**src/hdl/eit_pkg.sv**
```systemverilog
// ----------------------------------------------------------------------------
// eit_pkg
// Shared types and constants for the expiring ignore table: request and
// response words, command codes and the controller-to-datapath strobes.
// ----------------------------------------------------------------------------
package eit_pkg;

   // Default table depth and field widths
   localparam int ENTRIES_DEF = 16;
   localparam int DATA_W      = 32;
   localparam int CMD_W       = 2;
   localparam int SLOTS_W     = 5;

   // Reset value of the expiry register
   localparam logic [DATA_W-1:0] EXPIRY_RESET = 32'd5000;

   // Command codes (code 3 is unused and changes nothing)
   localparam logic [CMD_W-1:0] CMD_ADD    = 2'd0;
   localparam logic [CMD_W-1:0] CMD_QUERY  = 2'd1;
   localparam logic [CMD_W-1:0] CMD_DELETE = 2'd2;

   // Request word
   typedef struct packed {
      logic [CMD_W-1:0]  cmd;
      logic [DATA_W-1:0] object_id;
      logic [DATA_W-1:0] now_time;
   } eit_req_type;

   // Response word
   typedef struct packed {
      logic               is_ignored;
      logic [SLOTS_W-1:0] used_slots;
   } eit_rsp_type;

   // Controller strobes to the datapath
   typedef struct packed {
      logic capture;   // latch request and per-entry compares
      logic commit;    // apply table update and load response
   } eit_ctl_type;

endpackage

```
**src/hdl/eit_ctrl.sv**
```systemverilog
// ----------------------------------------------------------------------------
// eit_ctrl
// Two-state sequencer: takes a request word, then commits the table update
// once the response register is free. Owns both handshakes.
// ----------------------------------------------------------------------------
module eit_ctrl (
   input  logic               clock,
   input  logic               reset,
   input  logic               req_valid,
   output logic               req_ready,
   output logic               rsp_valid,
   input  logic               rsp_ready,
   output eit_pkg::eit_ctl_type ctl
);
   import eit_pkg::*;

   typedef enum logic {
      ST_IDLE,
      ST_UPDATE
   } state_type;

   state_type state_ff;
   logic      rsp_valid_ff;

   // Strobes
   assign ctl.capture = (state_ff == ST_IDLE) && req_valid;
   assign ctl.commit  = (state_ff == ST_UPDATE) && (!rsp_valid_ff || rsp_ready);

   assign req_ready = (state_ff == ST_IDLE);
   assign rsp_valid = rsp_valid_ff;

   // State and response-valid register
   always_ff @(posedge clock) begin
      if (reset) begin
         state_ff     <= ST_IDLE;
         rsp_valid_ff <= 1'b0;
      end else begin
         case (state_ff)
            ST_IDLE: begin
               if (req_valid) state_ff <= ST_UPDATE;
            end
            ST_UPDATE: begin
               if (ctl.commit) state_ff <= ST_IDLE;
            end
            default: state_ff <= ST_IDLE;
         endcase
         if (ctl.commit)     rsp_valid_ff <= 1'b1;
         else if (rsp_ready) rsp_valid_ff <= 1'b0;
      end
   end

endmodule

```
**src/hdl/eit_dp.sv**
```systemverilog
// ----------------------------------------------------------------------------
// eit_dp
// Table lanes, per-lane id and age compares, lowest-slot pick, table update
// and response register.
// ----------------------------------------------------------------------------
module eit_dp #(
   parameter int ENTRIES = eit_pkg::ENTRIES_DEF
) (
   input  logic                        clock,
   input  logic                        reset,
   input  eit_pkg::eit_ctl_type        ctl,
   input  eit_pkg::eit_req_type        req_word,
   input  logic                        csr_write_en,
   input  logic [eit_pkg::DATA_W-1:0]  csr_write_data,
   output eit_pkg::eit_rsp_type        rsp_word
);
   import eit_pkg::*;

   localparam int IW = $clog2(ENTRIES);
   localparam int CW = $clog2(ENTRIES + 1);
   localparam logic [CW-1:0] FULL = CW'(ENTRIES);

   // Table lanes
   logic [DATA_W-1:0]  ids_ff   [ENTRIES];
   logic [DATA_W-1:0]  ids_in   [ENTRIES];
   logic [DATA_W-1:0]  times_ff [ENTRIES];
   logic [DATA_W-1:0]  times_in [ENTRIES];
   logic [ENTRIES-1:0] valid_ff, valid_in;
   logic [CW-1:0]      count_ff, count_in;
   logic [DATA_W-1:0]  expiry_ff;

   // Captured request and compare results
   logic [CMD_W-1:0]   cmd_ff;
   logic [DATA_W-1:0]  id_ff;
   logic [DATA_W-1:0]  now_ff;
   logic [ENTRIES-1:0] eq_ff, eq_in;
   logic [ENTRIES-1:0] live_ff, live_in;

   logic [ENTRIES-1:0] in_range;
   logic [ENTRIES-1:0] vmatch;
   logic [ENTRIES-1:0] freev;
   logic [IW-1:0]      m_idx, f_idx, a_idx;
   logic               hit;
   eit_rsp_type        rsp_ff;

   // Slots below the high-water count
   for (genvar i = 0; i < ENTRIES; i++) begin : g_range
      assign in_range[i] = (CW'(i) < count_ff);
   end

   // Per-lane compares against the incoming word
   always_comb begin
      logic [DATA_W-1:0] age;
      for (int i = 0; i < ENTRIES; i++) begin
         age        = req_word.now_time - times_ff[i];
         eq_in[i]   = (ids_ff[i] == req_word.object_id);
         live_in[i] = valid_ff[i] && (age < expiry_ff);
      end
   end

   assign vmatch = eq_ff & valid_ff & in_range;
   assign freev  = in_range & ~live_ff;
   assign a_idx  = count_ff[IW-1:0];

   // Lowest matching and lowest free slot
   always_comb begin
      m_idx = '0;
      f_idx = '0;
      for (int i = ENTRIES - 1; i >= 0; i--) begin
         if (vmatch[i]) m_idx = IW'(i);
         if (freev[i])  f_idx = IW'(i);
      end
   end

   // Table update
   always_comb begin
      ids_in   = ids_ff;
      times_in = times_ff;
      valid_in = valid_ff;
      count_in = count_ff;
      hit      = 1'b0;
      if (ctl.commit) begin
         case (cmd_ff)
            CMD_ADD: begin
               if (|vmatch) begin
                  times_in[m_idx] = now_ff;
               end else if (|freev) begin
                  ids_in[f_idx]   = id_ff;
                  times_in[f_idx] = now_ff;
                  valid_in[f_idx] = 1'b1;
               end else if (count_ff < FULL) begin
                  ids_in[a_idx]   = id_ff;
                  times_in[a_idx] = now_ff;
                  valid_in[a_idx] = 1'b1;
                  count_in        = count_ff + 1'b1;
               end else begin
                  // full: drop slot 0, shift down, new entry on top
                  for (int i = 0; i < ENTRIES - 1; i++) begin
                     ids_in[i]   = ids_ff[i+1];
                     times_in[i] = times_ff[i+1];
                     valid_in[i] = valid_ff[i+1];
                  end
                  ids_in[ENTRIES-1]   = id_ff;
                  times_in[ENTRIES-1] = now_ff;
                  valid_in[ENTRIES-1] = 1'b1;
               end
            end
            CMD_QUERY: begin
               hit = |(eq_ff & live_ff & in_range);
            end
            CMD_DELETE: begin
               valid_in = valid_ff & ~(eq_ff & in_range);
            end
            default: ;
         endcase
      end
   end

   // Control registers
   always_ff @(posedge clock) begin
      if (reset) begin
         valid_ff  <= '0;
         count_ff  <= '0;
         expiry_ff <= EXPIRY_RESET;
      end else begin
         valid_ff <= valid_in;
         count_ff <= count_in;
         if (csr_write_en) expiry_ff <= csr_write_data;
      end
   end

   // Payload registers
   always_ff @(posedge clock) begin
      ids_ff   <= ids_in;
      times_ff <= times_in;
      if (ctl.capture) begin
         cmd_ff  <= req_word.cmd;
         id_ff   <= req_word.object_id;
         now_ff  <= req_word.now_time;
         eq_ff   <= eq_in;
         live_ff <= live_in;
      end
      if (ctl.commit) begin
         rsp_ff.is_ignored <= hit;
         rsp_ff.used_slots <= SLOTS_W'(count_in);
      end
   end

   assign rsp_word = rsp_ff;

endmodule

```
**src/hdl/expiring_ignore_table.sv**
```systemverilog
// ----------------------------------------------------------------------------
// expiring_ignore_table
// Table of object ids with time stamps: add/refresh, query for a live
// entry, delete. Entries lapse once their age reaches the expiry register.
// ----------------------------------------------------------------------------
//  channel   ports                              direction
//  request   req_valid / req_ready / req_word   in  (cmd, object_id, now_time)
//  response  rsp_valid / rsp_ready / rsp_word   out (is_ignored, used_slots)
//  config    csr_write_en / csr_write_data      in  (expiry_time)
//
//  One word at a time: accepting a word latches it and all
//  per-entry id and age compares; the commit then picks the slot, updates
//  the table and loads the response register.
//  A held response stalls the update cycle; a new word is taken while a
//  finished response waits. Reset is synchronous; all slots come up free,
//  expiry_time comes up at 5000. No clearing pass.
// ----------------------------------------------------------------------------
module expiring_ignore_table #(
   parameter int ENTRIES = eit_pkg::ENTRIES_DEF
) (
   input  logic                       clock,
   input  logic                       reset,
   input  logic                       req_valid,
   output logic                       req_ready,
   input  eit_pkg::eit_req_type       req_word,
   output logic                       rsp_valid,
   input  logic                       rsp_ready,
   output eit_pkg::eit_rsp_type       rsp_word,
   input  logic                       csr_write_en,
   input  logic [eit_pkg::DATA_W-1:0] csr_write_data
);
   import eit_pkg::*;

   eit_ctl_type ctl;

   // Sequencer
   eit_ctrl u_ctrl (
      .clock     (clock),
      .reset     (reset),
      .req_valid (req_valid),
      .req_ready (req_ready),
      .rsp_valid (rsp_valid),
      .rsp_ready (rsp_ready),
      .ctl       (ctl)
   );

   // Table datapath
   eit_dp #(
      .ENTRIES (ENTRIES)
   ) u_dp (
      .clock          (clock),
      .reset          (reset),
      .ctl            (ctl),
      .req_word       (req_word),
      .csr_write_en   (csr_write_en),
      .csr_write_data (csr_write_data),
      .rsp_word       (rsp_word)
   );

`ifndef SYNTH
   // one word in flight: no new word right after an accept
   a_one_in_flight: assert property (@(posedge clock) disable iff (reset)
      (req_valid && req_ready) |=> !req_ready)
      else $error("word accepted while previous one still in flight");

   // a commit always presents a response next cycle
   a_commit_rsp: assert property (@(posedge clock) disable iff (reset)
      ctl.commit |=> rsp_valid)
      else $error("commit without response valid");

   // a commit only when the response register can take it
   a_no_overwrite: assert property (@(posedge clock) disable iff (reset)
      ctl.commit |-> (!rsp_valid || rsp_ready))
      else $error("pending response overwritten");

   // slot count in a valid response never beyond the table depth (depths up to 31)
   a_slot_bound: assert property (@(posedge clock) disable iff (reset)
      rsp_valid |-> ((ENTRIES > 31) || (rsp_word.used_slots <= ENTRIES)))
      else $error("used_slots beyond table depth");
`endif

endmodule
```
**config.mk**
```make
export PLATFORM = sky130hd
export DESIGN_NAME = expiring_ignore_table
export DESIGN_NICKNAME = d
export VERILOG_FILES = /design/src/hdl/eit_pkg.sv /design/src/hdl/eit_ctrl.sv /design/src/hdl/eit_dp.sv /design/src/hdl/expiring_ignore_table.sv
export SDC_FILE = /design/constraint.sdc
export NUM_CORES = 2
export LEC_CHECK = 0
export BUFFER_PORTS_ARGS = -buffer_cell sky130_fd_sc_hd__buf_2
export CAP_MARGIN = 20
export CORE_MARGIN = 5
export CORE_UTILIZATION = 60
export CTS_CLUSTER_SIZE = 12
export DETAILED_ROUTE_END_ITERATION = 10
export PLACE_DENSITY = 0.76
export SYNTH_ARGS = -nofsm -noshare
export SYNTH_HDL_FRONTEND = slang
export SYNTH_HIERARCHICAL = 1
export SYNTH_SLANG_ARGS = --single-unit
```
**constraint.sdc**
```tcl
create_clock -name clock -period 12.1 [get_ports clock]
set_clock_uncertainty 0.2 [all_clocks]
set_input_delay 2.42 -clock clock [delete_from_list [all_inputs] [get_ports clock]]
set_output_delay 2.42 -clock clock [all_outputs]
set_load 0.02 [all_outputs]
```
==> results.yml <==
worst_setup_path:
  cpMaxStageDelayCell: "a211oi_1"
  critPathMaxStageDelay_ns: 0.65
  path_delay_family: "compound AO/OA/AOI/OAI gates"
  crit_top_cell: "inv_1"
  reg2reg_depth: 20
  cp_max_fo: 16
  timing.rr.start: "u_dp/times_ff[64]"
  reg2reg_slack_ns: 5.65
  r2r-end: "u_dp/live_ff[13]"
  required_ns: 12.41
  critPathCaptureType: "flip-flop"
  worstSetupPathType: "in2reg"
  worstPathCellList: "buf_2 > inv_1 > buf_4 > ha_1 > inv_1 > fa_1 > a21o_1 > a21oi_1 > o21ai_0 > a31oi_1 > o21ai_0 > a211oi_1 > o31ai_1 > a221oi_1 > o21bai_1 > a21oi_1 > xnor2_1 > ha_1 > nand4_1 > nor4_1 > inv_1 > nor4_1 > nor3_1"
  start_kind: "primary input"
  cp_num_buf_inv: 5
  cp.arrival_ns: 8.48
clock_tree:
  clk_latency_ns: 0.84
  cts.clk_slew.worst_paths_ns: 0.06
  clockBufferDepth: 3
  cts-root-buf: "clkbuf_16"
  post_cts_buffers: 0
  ctsHoldBuffers: 0
  h-tree-depth: 4
  cts_tree: "yes"
  numCtsBuffers: 140
  cts_sinks: 1183
  postCtsResizedCells: 0
die:
  die_w_um: 396
  core_um2: 148000
  die_area_um2: 157000
  initial_utilization_pct: 60.4
  fp.dieH_um: 396
  rows: 141
  io_pins: 111
timing:
  period_share_pct: 67.5
  rsz0062_at_grt: "no"
  slew_headroom_pct: 17.0
  max_freq_mhz: 122
  finalSetupTns_ns: 0
  finalHoldViolCount: 0
  post-route-min-period_ns: 8.17
  drv_slew: 0
  tightestPinTransition_ns: 1.23
  setup_violations: 0
  whs_ns: 0.286
synthesis:
  ys_seq_area_share_pct: 39.2
  synth_ff_type: "edfxtp_1"
  syn-num-nets: 9746
  synth_seq_cells: 1183
  synth_warnings: 6
  synth_edf_count: 1128
  ys_types: 107
  async_reset_ff_share_pct: 0
  syn_avg_cell_area_um2: 10.3
  syn-cell-area_um2: 89300
  synthCells: 8631
worst_hold_path:
  hp-class: "reg2reg"
  worstHoldStart: "u_dp/valid_ff[15]"
  hold_depth: 2
  min_to: "u_dp/valid_ff[15]"
drt:
  first_iter_violations: 7367
  drc: 0
  vias: 73099
  first_pass_iters: 6
  routed_via_density: 6.90
  routed_wl_mm: 307
  wl_per_cell_um: 28.9
  ant_nets: 0
global_route:
  track_usage_pct: 37.8
  grt_antenna_before_repair: 12
  grt_pass1_vias: 73271
  grt_start_max_net_pins: 228
  grt_pass1_wl_mm: 449
  grt_overflow_total: 0
placement:
  gp_congestion: 1.01
  dpl_cell_area_um2: 91400
  port_buffers: 110
  dp_cells: 10343
  place_hpwl_mm: 224
cells_and_area:
  nets: 9677
  drive_gt1_share_pct: 6.40
  area_delta_synth_final_pct: 7.83
  postLayoutCellArea_um2: 96200
  nFillCells: 11594
  fin_cells: 10601
power:
  finalPower_uw: 10600
  peakVddDrop_mv: 0.151
  power-per-cell-area_nw_per_um2: 110
  power.leakage_uw: 0.0398
run:
  maxCapViolCount: 0
status:
  status: "completed"
## flip-flops by register name, summed over array words and instances (netlist names)
register,count
u_dp/id_ff,32
u_dp/count_ff,5
u_dp/cmd_ff,2
u_dp/times_ff,512
u_ctrl/state_ff,1
u_dp/live_ff,16
u_dp/ids_ff,512
u_dp/valid_ff,16
u_dp/now_ff,32
u_dp/eq_ff,16
u_dp/expiry_ff,32
u_ctrl/rsp_valid,1
u_dp/rsp_word,6
## synth_stat cells (26+ instances only)
cell type / instances / area [um^2]
a22o_1: 963 / 8430
o21bai_1: 84 / 631
clkbuf_1: 215 / 807
o21ai_0: 357 / 1790
and2_1: 63 / 394
mux2i_1: 29 / 290
buf_1: 78 / 293
a21o_1: 254 / 1910
nand2_1: 251 / 942
buf_2: 108 / 541
dfxtp_1: 55 / 1100
a211oi_1: 55 / 413
a21boi_0: 33 / 248
buf_4: 32 / 240
nor2_1: 346 / 1300
inv_1: 674 / 2530
xnor2_1: 338 / 2960
edfxtp_1: 1128 / 33900
or3_1: 26 / 163
ha_1: 996 / 12500
nand4_1: 126 / 788
xor2_1: 626 / 5480
nand2b_1: 116 / 726
and3_1: 91 / 569
a31oi_1: 43 / 269
o21a_1: 131 / 983
nor4_1: 146 / 913
nand3_1: 80 / 400
a21oi_1: 555 / 2780
o211ai_1: 35 / 263
nor3_1: 79 / 395
o31ai_1: 35 / 263
nor2b_1: 136 / 851
## worst register-to-register path, delay by kind of cell, from the launching register on
kind,cells,cell delay (ns)
compound gates,10,3.37
simple gates,4,1.07
fa+ha+maj,3,0.89
xor+xnor,1,0.09
buf+inv,2,0.15
flops,1,0.40
## metrics by stage
stage | utilization [%] | setup WS, ns
after detailed placement | 61.8 | 3.36
final | 65.1 | 3.93
after CTS | 65.0 | 4.12
after floorplan | - | 5.05
after global routing | 65.1 | 3.70
after global placement | 61.8 | 3.39
## routing by layer
| layer | GRT usage (%) | up-vias | share of wire, % | wire length, um |
|---|---|---|---|---|
| met5 | 0 | - | 0.0082 | 25 |
| met4 | 26.0 | 6 | 8.0 | 24500 |
| met3 | 7.09 | 1114 | 9.0 | 27600 |
| met2 | 64.2 | 4129 | 48 | 146000 |
| met1 | 43.3 | 35613 | 35 | 108000 |
| li1 | - | 32237 | - | - |
## power breakdown
group          internal, uW  switching [uW]  leakage [uW]
registers              4470             117        0.0109
logic                   646            1010        0.0267
clock network          2420            1890       0.00223
## area by class of cell
cell class                      count  area (um^2)  share of cell area, %
Clock inverter                     64          848                  0.881
Multi-Input combinational cell   6324        50000                   52.0
Clock buffer                      186         3800                   3.95
Inverter                          675         2530                   2.63
Antenna cell                        1         2.50                0.00260
Sequential cell                  1183        35000                   36.3
Timing Repair Buffer              238         1660                   1.73
Tap cell                         1930         2410                   2.51
## layout by cell type (no fill, tap or decap), drive strengths merged, types with 26 or more instances in the layout
| cell | n |
|---|---|
| nor4 | 146 |
| nand2 | 253 |
| o211ai | 35 |
| a22o | 963 |
| nor3 | 79 |
| a221oi | 26 |
| a31oi | 44 |
| dfxtp | 55 |
| a21oi | 556 |
| nand4 | 127 |
| nand3 | 81 |
| and2 | 65 |
| or3 | 26 |
| mux2i | 30 |
| nor2b | 137 |
| and3 | 91 |
| nand2b | 117 |
| a21o | 254 |
| xor2 | 626 |
| o31ai | 35 |
| a211oi | 55 |
| o21a | 132 |
| xnor2 | 338 |
| clkbuf | 186 |
| o21ai | 374 |
| buf | 238 |
| ha | 996 |
| a21boi | 38 |
| edfxtp | 1128 |
| o21bai | 84 |
| nor2 | 353 |
| inv | 678 |
| clkinv | 48 |
## logic make-up (layout without fill, tap and decap cells)
kind of cell,Yosys count,in the layout,synth area share [%]
xor+xnor,964,964,9.46
other cells,0,1,0
compound gates,2768,2768,22.4
flops,1183,1183,39.2
fa+ha+maj,1012,1012,14.3
simple gates,1549,1549,9.13
mux,31,31,0.363
buf+inv,1124,1163,5.15
## worst max-delay path by stage
| stage | to | slack, ns | startpoint | cells past startpoint |
|---|---|---|---|---|
| floorplan | u_dp/live_ff[13] | 5.05 | req_word[0] | 21 |
| global placement | u_dp/live_ff[1] | 3.39 | req_word[1] | 20 |
| detailed placement | u_dp/live_ff[13] | 3.36 | req_word[0] | 23 |
| CTS | u_dp/live_ff[13] | 4.12 | req_word[0] | 23 |
| global route | u_dp/live_ff[13] | 3.70 | req_word[0] | 23 |
| finish | u_dp/live_ff[13] | 3.93 | req_word[0] | 23 |
(Power assumes the default switching activity.)
